===== src/design/kmm_pkg.sv =====
// Package for the keyed message mailbox: default sizes, command and status codes, states.
`default_nettype none
package kmm_pkg;

    localparam int unsigned KMM_CAPACITY     = 16;
    localparam int unsigned KMM_ID_BITS      = 16;
    localparam int unsigned KMM_PAYLOAD_BITS = 32;

    typedef enum logic [1:0] {
        CMD_ADD   = 2'd0,
        CMD_PEEK  = 2'd1,
        CMD_POP   = 2'd2,
        CMD_COUNT = 2'd3
    } t_cmd;

    typedef enum logic [1:0] {
        ST_OK        = 2'd0,
        ST_NOT_FOUND = 2'd1,
        ST_FULL      = 2'd2
    } t_status;

    typedef enum logic [1:0] {
        S_IDLE,
        S_SCAN,
        S_SHIFT,
        S_DONE
    } t_state;

endpackage
`default_nettype wire


===== src/design/kmm_ram.sv =====
// Generic single-write, single-read RAM with registered read data.
`default_nettype none
module kmm_ram #(
    parameter int unsigned WIDTH = 8,
    parameter int unsigned DEPTH = 16
) (
    input  wire logic                     i_clk,
    input  wire logic                     i_wr_en,
    input  wire logic [$clog2(DEPTH)-1:0] i_wr_addr,
    input  wire logic [WIDTH-1:0]         i_wr_data,
    input  wire logic [$clog2(DEPTH)-1:0] i_rd_addr,
    output logic      [WIDTH-1:0]         o_rd_data
);

    logic [WIDTH-1:0] r_mem [DEPTH];

    always_ff @(posedge i_clk) begin
        if (i_wr_en) begin
            r_mem[i_wr_addr] <= i_wr_data;
        end
        o_rd_data <= r_mem[i_rd_addr];
    end

endmodule
`default_nettype wire


===== src/design/keyed_message_mailbox_core.sv =====
// Keyed message mailbox: ordered message store with per-target peek, pop and count.
// One item at a time: the input stalls from accept until the result is registered.
// Add: from accept straight to the done state; the result is registered there once the output is free.
// Peek and count read one entry per cycle until a hit ends a peek or the last entry is read.
// Pop adds a read restart just past the hit and a compaction pass over the later entries.
// Synchronous active-low reset empties the store (fill level 0); RAM contents persist.
`default_nettype none
module keyed_message_mailbox_core
    import kmm_pkg::*;
#(
    parameter int unsigned CAPACITY     = KMM_CAPACITY,
    parameter int unsigned ID_BITS      = KMM_ID_BITS,
    parameter int unsigned PAYLOAD_BITS = KMM_PAYLOAD_BITS,
    localparam int unsigned CW = $clog2(CAPACITY + 1),
    localparam int unsigned AW = $clog2(CAPACITY)
) (
    input  wire logic                    i_clk,
    input  wire logic                    i_rst_n,
    input  wire logic                    i_in_valid,
    output logic                         o_in_stall,
    input  wire logic [1:0]              i_cmd,
    input  wire logic [ID_BITS-1:0]      i_target_id,
    input  wire logic [PAYLOAD_BITS-1:0] i_payload,
    output logic                         o_out_valid,
    input  wire logic                    i_out_stall,
    output logic [1:0]                   o_status,
    output logic [ID_BITS-1:0]           o_msg_target,
    output logic [PAYLOAD_BITS-1:0]      o_msg_payload,
    output logic [CW-1:0]                o_match_count,
    output logic [CW-1:0]                o_total_count
);

    localparam int unsigned EW = ID_BITS + PAYLOAD_BITS;
    localparam logic [CW-1:0] CAP_C = CW'(CAPACITY);

    t_state r_state, n_state;

    t_cmd              r_cmd;
    logic [ID_BITS-1:0] r_id;
    logic [CW-1:0]     r_fill;
    logic [CW-1:0]     r_idx;
    logic [CW-1:0]     r_chk_idx;
    logic              r_chk_valid;

    t_status               r_status;
    logic [ID_BITS-1:0]    r_mt;
    logic [PAYLOAD_BITS-1:0] r_mp;
    logic [CW-1:0]         r_mc;

    t_status                 r_out_status;
    logic [ID_BITS-1:0]      r_out_mt;
    logic [PAYLOAD_BITS-1:0] r_out_mp;
    logic [CW-1:0]           r_out_mc;
    logic [CW-1:0]           r_out_total;
    logic                    r_out_valid;

    logic          accept;
    t_cmd          in_cmd;
    logic          full;
    logic          issue;
    logic          hit;
    logic          last;
    logic          more_after;
    logic          shift_start;
    logic          out_free;
    logic          wr_en;
    logic [AW-1:0] wr_addr;
    logic [EW-1:0] wr_data;
    logic [EW-1:0] rd_data;
    logic [ID_BITS-1:0] rd_target;
    logic [PAYLOAD_BITS-1:0] rd_payload;

    assign in_cmd      = t_cmd'(i_cmd);
    assign accept      = i_in_valid && !o_in_stall;
    assign full        = (r_fill >= CAP_C);
    assign rd_target   = rd_data[EW-1:PAYLOAD_BITS];
    assign rd_payload  = rd_data[PAYLOAD_BITS-1:0];
    assign hit         = (rd_target == r_id);
    assign last        = ((r_chk_idx + CW'(1)) == r_fill);
    assign more_after  = ((r_chk_idx + CW'(1)) < r_fill);
    assign shift_start = r_chk_valid && r_cmd == CMD_POP && hit && more_after;
    assign out_free    = !r_out_valid || !i_out_stall;

    kmm_ram #(
        .WIDTH(EW),
        .DEPTH(CAPACITY)
    ) u_ram (
        .i_clk    (i_clk),
        .i_wr_en  (wr_en),
        .i_wr_addr(wr_addr),
        .i_wr_data(wr_data),
        .i_rd_addr(r_idx[AW-1:0]),
        .o_rd_data(rd_data)
    );

    // Next state
    always_comb begin
        n_state = r_state;
        unique case (r_state)
            S_IDLE: begin
                if (accept) begin
                    if (in_cmd == CMD_ADD || r_fill == '0) begin
                        n_state = S_DONE;
                    end else begin
                        n_state = S_SCAN;
                    end
                end
            end
            S_SCAN: begin
                if (r_chk_valid) begin
                    if (r_cmd != CMD_COUNT && hit) begin
                        if (r_cmd == CMD_POP && more_after) begin
                            n_state = S_SHIFT;
                        end else begin
                            n_state = S_DONE;
                        end
                    end else if (last) begin
                        n_state = S_DONE;
                    end
                end
            end
            S_SHIFT: begin
                if (r_chk_valid && last) begin
                    n_state = S_DONE;
                end
            end
            S_DONE: begin
                if (out_free) begin
                    n_state = S_IDLE;
                end
            end
            default: n_state = S_IDLE;
        endcase
    end

    // Outputs of the sequencer: input stall, RAM read issue and write port
    always_comb begin
        o_in_stall = 1'b1;
        issue      = 1'b0;
        wr_en      = 1'b0;
        wr_addr    = r_fill[AW-1:0];
        wr_data    = {i_target_id, i_payload};
        unique case (r_state)
            S_IDLE: begin
                o_in_stall = 1'b0;
                wr_en      = accept && in_cmd == CMD_ADD && !full;
            end
            S_SCAN: begin
                issue = (r_idx < r_fill);
            end
            S_SHIFT: begin
                issue   = (r_idx < r_fill);
                // move the entry just read down one place
                wr_en   = r_chk_valid;
                wr_addr = AW'(r_chk_idx - CW'(1));
                wr_data = rd_data;
            end
            S_DONE: begin
                o_in_stall = 1'b1;
            end
            default: o_in_stall = 1'b1;
        endcase
    end

    always_ff @(posedge i_clk) begin
        if (!i_rst_n) begin
            r_state     <= S_IDLE;
            r_fill      <= '0;
            r_chk_valid <= 1'b0;
            r_out_valid <= 1'b0;
        end else begin
            r_state <= n_state;

            unique case (r_state)
                S_IDLE: begin
                    if (accept) begin
                        r_cmd       <= in_cmd;
                        r_id        <= i_target_id;
                        r_mt        <= '0;
                        r_mp        <= '0;
                        r_mc        <= '0;
                        r_idx       <= '0;
                        r_chk_valid <= 1'b0;
                        if (in_cmd == CMD_ADD && full) begin
                            r_status <= ST_FULL;
                        end else if (in_cmd != CMD_ADD && in_cmd != CMD_COUNT &&
                                     r_fill == '0) begin
                            r_status <= ST_NOT_FOUND;
                        end else begin
                            r_status <= ST_OK;
                        end
                        if (in_cmd == CMD_ADD && !full) begin
                            r_fill <= r_fill + CW'(1);
                        end
                    end
                end
                S_SCAN: begin
                    r_chk_valid <= issue && !shift_start;
                    r_chk_idx   <= r_idx;
                    if (shift_start) begin
                        // restart reads just past the hit for compaction
                        r_idx <= r_chk_idx + CW'(1);
                    end else if (issue) begin
                        r_idx <= r_idx + CW'(1);
                    end
                    if (r_chk_valid) begin
                        if (r_cmd == CMD_COUNT) begin
                            if (hit) begin
                                r_mc <= r_mc + CW'(1);
                            end
                        end else if (hit) begin
                            r_mt <= rd_target;
                            r_mp <= rd_payload;
                            if (r_cmd == CMD_POP && !more_after) begin
                                r_fill <= r_fill - CW'(1);
                            end
                        end else if (last) begin
                            r_status <= ST_NOT_FOUND;
                        end
                    end
                end
                S_SHIFT: begin
                    r_chk_valid <= issue;
                    r_chk_idx   <= r_idx;
                    if (issue) begin
                        r_idx <= r_idx + CW'(1);
                    end
                    if (r_chk_valid && last) begin
                        r_fill <= r_fill - CW'(1);
                    end
                end
                S_DONE: begin
                    r_chk_valid <= 1'b0;
                end
                default: r_chk_valid <= 1'b0;
            endcase

            if (r_state == S_DONE && out_free) begin
                r_out_valid <= 1'b1;
            end else if (!i_out_stall) begin
                r_out_valid <= 1'b0;
            end
        end
    end

    // Result register: loads only when the previous item has been taken
    always_ff @(posedge i_clk) begin
        if (r_state == S_DONE && out_free) begin
            r_out_status <= r_status;
            r_out_mt     <= r_mt;
            r_out_mp     <= r_mp;
            r_out_mc     <= r_mc;
            r_out_total  <= r_fill;
        end
    end

    assign o_out_valid   = r_out_valid;
    assign o_status      = r_out_status;
    assign o_msg_target  = r_out_mt;
    assign o_msg_payload = r_out_mp;
    assign o_match_count = r_out_mc;
    assign o_total_count = r_out_total;

    a_fill_bound: assert property (@(posedge i_clk) disable iff (!i_rst_n)
        r_fill <= CAP_C)
        else $error("fill level above capacity");

    a_fill_step: assert property (@(posedge i_clk) disable iff (!i_rst_n)
        !$past(!i_rst_n) |-> (r_fill == $past(r_fill) ||
                              r_fill == $past(r_fill) + CW'(1) ||
                              r_fill == $past(r_fill) - CW'(1)))
        else $error("fill level moved by more than one");

    a_full_total: assert property (@(posedge i_clk) disable iff (!i_rst_n)
        (o_out_valid && o_status == ST_FULL) |-> (o_total_count == CAP_C))
        else $error("full status with store not at capacity");

    a_miss_empty: assert property (@(posedge i_clk) disable iff (!i_rst_n)
        (o_out_valid && o_status == ST_NOT_FOUND) |->
            (o_msg_target == '0 && o_msg_payload == '0 && o_match_count == '0))
        else $error("not-found result carries message fields");

endmodule
`default_nettype wire


===== config.mk =====
export PLATFORM = sky130hd
export DESIGN_NAME = keyed_message_mailbox_core
export DESIGN_NICKNAME = d
export VERILOG_FILES = /design/src/design/kmm_pkg.sv /design/src/design/kmm_ram.sv /design/src/design/keyed_message_mailbox_core.sv
export SDC_FILE = /design/constraint.sdc
export NUM_CORES = 1
export LEC_CHECK = 0
export BUFFER_PORTS_ARGS = -buffer_cell sky130_fd_sc_hd__buf_2
export CAP_MARGIN = 20
export CORE_ASPECT_RATIO = 1.4
export CORE_MARGIN = 1.5
export CORE_UTILIZATION = 50
export CTS_CLUSTER_SIZE = 24
export DETAILED_ROUTE_END_ITERATION = 7
export GPL_TIMING_DRIVEN = 0
export PLACE_DENSITY = 0.64
export SLEW_MARGIN = 40
export SYNTH_ARGS = -nofsm -noshare
export SYNTH_HDL_FRONTEND = slang
export SYNTH_HIERARCHICAL = 1
export SYNTH_SLANG_ARGS = --single-unit

===== constraint.sdc =====
create_clock -name i_clk -period 7.2 [get_ports i_clk]
set_input_delay 0.36 -clock i_clk [delete_from_list [all_inputs] [get_ports i_clk]]
set_output_delay 0.36 -clock i_clk [all_outputs]
set_load 0.02 [all_outputs]

==> results of run 1 <==
==> critical path, cell delays in order (launching register included) <==
cell	delay, ns
dfxtp_1	0.34
inv_1	0.10
ha_1	0.44
clkbuf_2	0.46
clkbuf_1	0.38
nor2_1	0.09
a21oi_1	0.56
nand2_1	0.45
nor2_4	0.59
buf_16	0.23
buf_16	0.17
buf_8	0.20
==> flip-flops by register name, indices dropped and copies added, names as in the netlist, 5 cells and up <==
register	flops
o_match_count	5
o_msg_payload	32
o_msg_target	16
o_total_count	5
r_chk_idx	5
r_fill	5
r_id	16
r_idx	5
r_mc	5
r_mp	32
r_mt	16
u_ram/o_rd_data	48
u_ram/r_mem	768
==> layout by cell type (no fill, tap or decap), types with 4 or more instances in the layout <==
cell type,synthesis,routed
mux4_2,192,192
buf_2,8,138
inv_1,14,14
buf_4,18,49
xnor2_1,9,9
clkbuf_1,36,49
and2_1,52,52
ha_1,21,21
o21ai_1,9,9
nand2b_1,7,7
nor2_4,0,14
buf_1,13,8
clkbuf_16,0,91
inv_6,0,5
clkinvlp_4,0,6
nor3_2,0,4
xor2_1,22,22
clkbuf_8,0,8
mux2_2,48,48
buf_8,0,23
nand2_1,61,61
dfxtp_1,57,57
a21oi_1,20,20
clkinv_2,0,23
dlygate4sd3_1,0,19
nor2b_1,4,4
nor2_1,32,18
edfxtp_1,911,911
buf_16,0,33
bufinv_16,0,7
clkinv_1,1,12
nand3_1,16,16
nor4_2,4,4
a22oi_1,96,96
==> cell type report <==
type | count | area (µm²)
Antenna cell | 1 | 2.50
Buffer | 75 | 369
Clock buffer | 115 | 2450
Clock inverter | 54 | 488
Fill cell | 5097 | 29400
Inverter | 16 | 60.1
Multi-Input combinational cell | 642 | 7670
Sequential cell | 968 | 28500
Tap cell | 952 | 1190
Timing Repair Buffer | 233 | 2320
==> per-layer routing <==
layer  share of wire  GRT usage  vias up
li1                -          -     7686
met4           0.028     0.0818        0
met5               0          0        -
met3           0.067     0.0378      109
met2            0.50      0.377      707
met1            0.41      0.314     9470
==> per-stage QoR <==
step	total power, mW	util	TNS [ns]
6_report	14.4	0.594	0
5_1_grt	15.0	0.594	0
4_1_cts	14.6	0.594	0
3_5_place_dp	9.83	0.551	0
3_3_place_gp	9.66	0.527	-1033.96
2_1_floorplan	8.83	-	0
==> worst paths after layout <==
check / from / endpoint / slack, ns / depth (start not counted)
max: r_state[0] / u_ram/r_mem[15][9] / 2.83 / 11
min reg2reg: r_mt[13] / o_msg_target[13] / 0.41 / 0
min: i_rst_n / r_state[1] / 0.04 / 3
max reg2reg: r_state[0] / u_ram/r_mem[15][9] / 2.83 / 11
==> kinds of logic after synthesis <==
logic type      after synthesis  synth area share
fa+ha+maj                    22           0.00776
buf+inv                      91            0.0115
compound gates              152            0.0300
flops                       968             0.782
xor+xnor                     31           0.00745
simple gates                196            0.0276
mux                         241             0.134
==> power by group <==
part | internal (mW) | leakage, nW | total, mW | switching, mW
Clock | 2.67 | 1.44 | 4.74 | 2.07
Combinational | 0.949 | 4.01 | 2.58 | 1.63
Sequential | 6.92 | 8.72 | 7.13 | 0.208
==> metrics.md, run 1 <==
| Metric | Value |
|---|---|
| Status | `finished, violations left` |
| Violations in the final reports | `DRC` |
| Setup violators final | `0` |
| Core area | `between 0.07 and 0.08 mm²` |
| Area grow syn2layout | `18.1%` |
| CTS tree | `yes` |
| Final worst path period need | `about 4.4 ns` |
| ANT nets after route | `0` |
| Die Width | `around 230 µm` |
| Vias | `18000` |
| Crit end category | `register` |
| Layout cells sized above 1 | `0.313` |
| Post-Place Worst Slack | `2.90 ns` |
| Count leader, synth | `edfxtp_1` |
| Cell area after synthesis | `~0.036 mm²` |
| Initial antenna violation count | `2` |
| Synth Flop Type | `edfxtp_1` |
| Max-cap check violation count | `0` |
| Maximum number of pins on one net before global-route repair | `18` |
| DP HPWL | `around 55000 µm` |
| Startpoint types | `register` |
| Syn Nets | `around 1800` |
| Final Hold Vio Count | `0` |
| Design area | `0.0430 mm²` |
| Fraction of the yosys area taken by sequential cells | `0.782` |
| Final Cycle Share | `0.607` |
| DR vias/cell | `around 5.9` |
| Cell taking the most area after synthesis | `edfxtp_1` |
| Dpl cells | `around 2900` |
| Clock sinks | `between 900 and 1000` |
| Worst min path class | `primary input to register` |
| H-tree levels | `3` |
| Average size of a mapped cell | `roughly 21 µm²` |
| Clock Path Buffers | `3` |
| WL per Instance | `roughly 27 µm` |
| Gate Count Post-Synth | `1701` |
| Input/output buffers | `about 120` |
| Yosys reg bits | `~970` |
| All-layer global routing usage | `0.230` |
| Worst-margin pin slew | `~0.88 ns` |
| Async SR Flop Fraction | `0` |
| Hold_ws | `around 0.039 ns` |
| Top cells by count, synth | `edfxtp_1 (911), mux4_2 (192), a22oi_1 (96)` |
| Root Buffer | `clkbuf_16` |
| Starting Density | `0.503` |
| Worst skew pair latency | `approximately 0.67 ns` |
| DRT iter0 DRCs | `between 2000 and 2500` |
| Post-synth EDFFs | `just over 900` |
| Post-CTS Hold Buffers | `19` |
| CP Data Arrival Time | `4.71 ns` |
| Slew HR | `0.412` |
| Vias in the first global route | `18500` |
| Clk slew on worst S/H paths | `roughly 0.06 ns` |
| Drt drc | `2` |
| Final-report max-slew violation count | `0` |
| # IOs | `roughly 120` |
| WS Path Type | `register to register` |
| Fin cells | `about 3100` |
| Post-CTS Setup Inserts | `0` |
| Share of the synthesized area in the top cell type | `0.751` |
| Die height | `roughly 320 µm` |
| TritonCTS buffer count | `90` |
| Power Density | `336 mW/mm²` |
| Ranking of synthesized cells by area | `edfxtp_1 (75%), mux4_2 (12%), dfxtp_1 (3.1%)` |
| Critical path fanouts, max | `15` |
| Die area | `around 0.075 mm²` |
| Maximum VDD drop | `~0.18 mV` |
| Gpl congestion | `0.812` |
| Yosys warning total | `6` |
| Nets@finish | `approximately 2100` |
| Row Count | `117` |
| Synth unique cells | `between 50 and 60` |
| WL final | `around 84000 µm` |
| Final Worst Setup Slack | `about 2.8 ns` |
| Leakage | `roughly 14 nW` |
| CP required | `about 7.5 ns` |
| RSZ-0062 raised after global routing | `false` |
| Number of iterations in the first detailed-routing pass | `8` |
| Remaining Overflow, GRT | `0` |
| Final setup skew | `0.0335 ns` |
| Max Clock Freq | `approximately 0.23 GHz` |
| Post-DP Area | `0.0399 mm²` |
| Global-route wire length before repair | `123000 µm` |
| Post-CTS Resized | `0` |
Note: power is estimated with default switching activity, not from simulation.
==> inputs of run 2 (changes only) <==
- PLACE_DENSITY: 0.64 -> 0.67
- clock period: 7.2 -> 3.9 ns (I/O delays scaled with it)
==> run 2 against run 1 <==
- the flow now finishes without violations
- die area unchanged
- worst hold slack improved by 0.037 ns
- sequential power grew 85%
- global-route usage decreased by 0.12 points
- clock power is 80% higher
- setup slack lost 2.6 ns
- sequential share of layout area about the same
- clock-buffer cell count grew 14
- utilization barely moved
- non-clock buffer count decreased by 14
==> metrics.md, run 2 (synthesis gave the netlist of run 1 again) <==
| Metric | Value |
|---|---|
| Status | `finished clean` |
| Ant diodes | `0 (-1)` |
| ANT nets after route | `0 (unchanged)` |
| Setup violators final | `0 (unchanged)` |
| Final Hold Vio Count | `0 (unchanged)` |
| Die height | `322 µm (unchanged)` |
| Leakage | `14.0 nW (-0.86%)` |
| Drt drc | `0 (-2)` |
| Critical R2R Launch | `r_state[0]` |
| Commonest non-fill, non-tap cells in the layout | `edfxtp_1 (911), mux4_2 (192), buf_2 (127), a22oi_1 (96), clkbuf_16 (92)` |
| WP buf/inv | `5 (-1)` |
| Starting Density | `0.503 (unchanged)` |
| WL per Instance | `27.5 µm (about the same)` |
| Biggest regs | `u_ram/r_mem: 768 flops, u_ram/o_rd_data: 48 flops` |
| Die area | `0.0745 mm² (unchanged)` |
| Post-DP Area | `0.0399 mm² (about the same)` |
| Slew HR | `0.394 (-0.0183)` |
| Commonest non-fill, non-tap cell in the layout | `edfxtp_1` |
| Critical path fanouts, max | `19 (+4)` |
| Input/output buffers | `115 (unchanged)` |
| R2R Setup Slk | `0.21 ns (-2.62 ns)` |
| Top delay family on crit path | `buffers and inverters` |
| Min-delay src | `i_payload[17]` |
| Final worst path period need | `3.69 ns (-0.679 ns)` |
| Layout cells sized above 1 | `0.299 (-0.0138)` |
| Maximum VDD drop | `0.360 mV (+97%)` |
| Setup tns final | `0 ns (unchanged)` |
| All-layer global routing usage | `0.229 (-0.00120)` |
| # IOs | `116 (unchanged)` |
| Clk slew on worst S/H paths | `0.06 ns (about the same)` |
| DR vias/cell | `5.93 (+0.77%)` |
| Worst-margin pin slew | `0.909 ns (+0.0274 ns)` |
| Max-cap check violation count | `0 (unchanged)` |
| DRT iter0 DRCs | `2298 (+5.9%)` |
| Remaining Overflow, GRT | `0 (unchanged)` |
| Vias in the first global route | `18800 (+1.6%)` |
| Total power | `26.5 mW (+83%)` |
| Die Width | `231 µm (unchanged)` |
| CP max stage delay | `0.58 ns (about the same)` |
| Initial antenna violation count | `0 (-2)` |
| Worst min path class | `primary input to register` |
| Largest register FFs | `768 (unchanged)` |
| CP startpoint | `r_state[0]` |
| Cell mode on critical path | `buf_6` |
| Gpl congestion | `0.825 (+1.6%)` |
| Crit-path cells | `inv_1, ha_1, clkbuf_4, nor2_1, a21oi_1, nand3b_1, nor3_4, buf_6, buf_6, buf_4` |
| DP HPWL | `55500 µm (+0.32%)` |
| Final Cycle Share | `0.946 (+0.340)` |
| CP Data Arrival Time | `4.02 ns (-0.69 ns)` |
| Root Buffer | `clkbuf_16` |
| Clock Path Buffers | `3 (unchanged)` |
| CP required | `4.23 ns (-3.31 ns)` |
| Crit end category | `register` |
| Number of iterations in the first detailed-routing pass | `7 (-1)` |
| WS Path Type | `register to register` |
| Maximum number of pins on one net before global-route repair | `20 (+2)` |
| Final-report max-slew violation count | `0 (unchanged)` |
| Highest-delay cell along the critical path | `nor3_4` |
| Largest Register | `u_ram/r_mem` |
| Design area | `0.0430 mm² (about the same)` |
| WL final | `83300 µm (-0.69%)` |
| RSZ-0062 raised after global routing | `false` |
| Global-route wire length before repair | `122000 µm (-0.26%)` |
| Row Count | `117 (unchanged)` |
| Final setup skew | `0.0264 ns (-0.00713 ns)` |
| Core area | `0.0725 mm² (unchanged)` |
| Worst skew pair latency | `0.65 ns (-0.02 ns)` |
| TritonCTS buffer count | `87 (-3.3%)` |
| CTS tree | `yes` |
| Power Density | `615 mW/mm² (+83%)` |
| H-tree levels | `3 (unchanged)` |
| Nets@finish | `2085 (-0.81%)` |
| Startpoint types | `register` |
| Clock sinks | `968 (unchanged)` |
| Vias | `18000 (-0.022%)` |
| Area grow syn2layout | `18.0% (about the same)` |
| Max Clock Freq | `0.271 GHz (+18%)` |
[run 2: cell types whose count changed in the layout (fill, tap and decap cells not counted), sizes merged]
| cell | change |
|---|---|
| bufinv | -1 |
| inv | -2 |
| clkinv | -16 |
| diode | -1 |
| clkbuf | +15 |
| buf | -18 |
| dlygate4sd3 | +3 |
| clkinvlp | -4 |
[run 2: cell type report]
cell class                      instances  area (µm²)
Buffer                                 74         372
Clock buffer                          129        2510
Clock inverter                         31         317
Fill cell                            5110       29400
Inverter                               16        60.1
Multi-Input combinational cell        642        7720
Sequential cell                       968       28500
Tap cell                              952        1190
Timing Repair Buffer                  220        2360
[run 2: path summary, 6_finish.rpt]
check	end	depth (start not counted)
setup / recovery	u_ram/r_mem[8][10]	10
hold / removal	u_ram/r_mem[9][17]	2
setup reg to reg	u_ram/r_mem[8][10]	10
hold reg to reg	o_msg_payload[14]	0
[run 2: where the power goes]
group	total [mW]	internal (mW)	switching, mW
clock	8.52	4.86	3.65
sequential	13.2	12.8	0.396
combinational	4.78	1.77	3.01
total	26.5	19.4	7.06
[run 2: through the flow]
| step | setup WS, ns | hold WS [ns] | util | instances |
|---|---|---|---|---|
| floorplan | -0.562 | 0.294 | - | 1701 |
| global placement | -4.04 | 0.391 | 0.528 | 2768 |
| detailed placement | -0.337 | 0.393 | 0.551 | 2849 |
| CTS | 0.242 | 0.0528 | 0.594 | 3032 |
| global route | 0.0658 | 0.0933 | 0.594 | 3032 |
| finish | 0.209 | 0.0761 | 0.594 | 3032 |
[run 2: timing repair]
| action | 4_1_cts | 5_1_grt |
|---|---|---|
| hold buffers | 22 | 0 |
| resized for setup | 3 | 0 |
| setup endpoints to repair | 542 | 0 |
| setup buffers | 2 | 0 |
| endpoints found under the hold margin | 34 | 0 |
[run 2: metal layers]
| metal | up-vias | wire length [µm] | global-route usage |
|---|---|---|---|
| met3 | 132 | 5700 | 0.0344 |
| met2 | 778 | 42700 | 0.388 |
| met5 | - | 0 | 0 |
| met1 | 9418 | 32800 | 0.303 |
| li1 | 7640 | - | - |
| met4 | 0 | 2220 | 0.0799 |
[run 2: worst reg2reg max path, delay by kind of cell, from the launching register on]
family	cells	cell delay (ns)
DFF	1	0.35
buffers and inverters	5	1.26
adders and majority gates	1	0.48
AOI/OAI and AO/OA	1	0.24
and+or+nand+nor	3	1.06
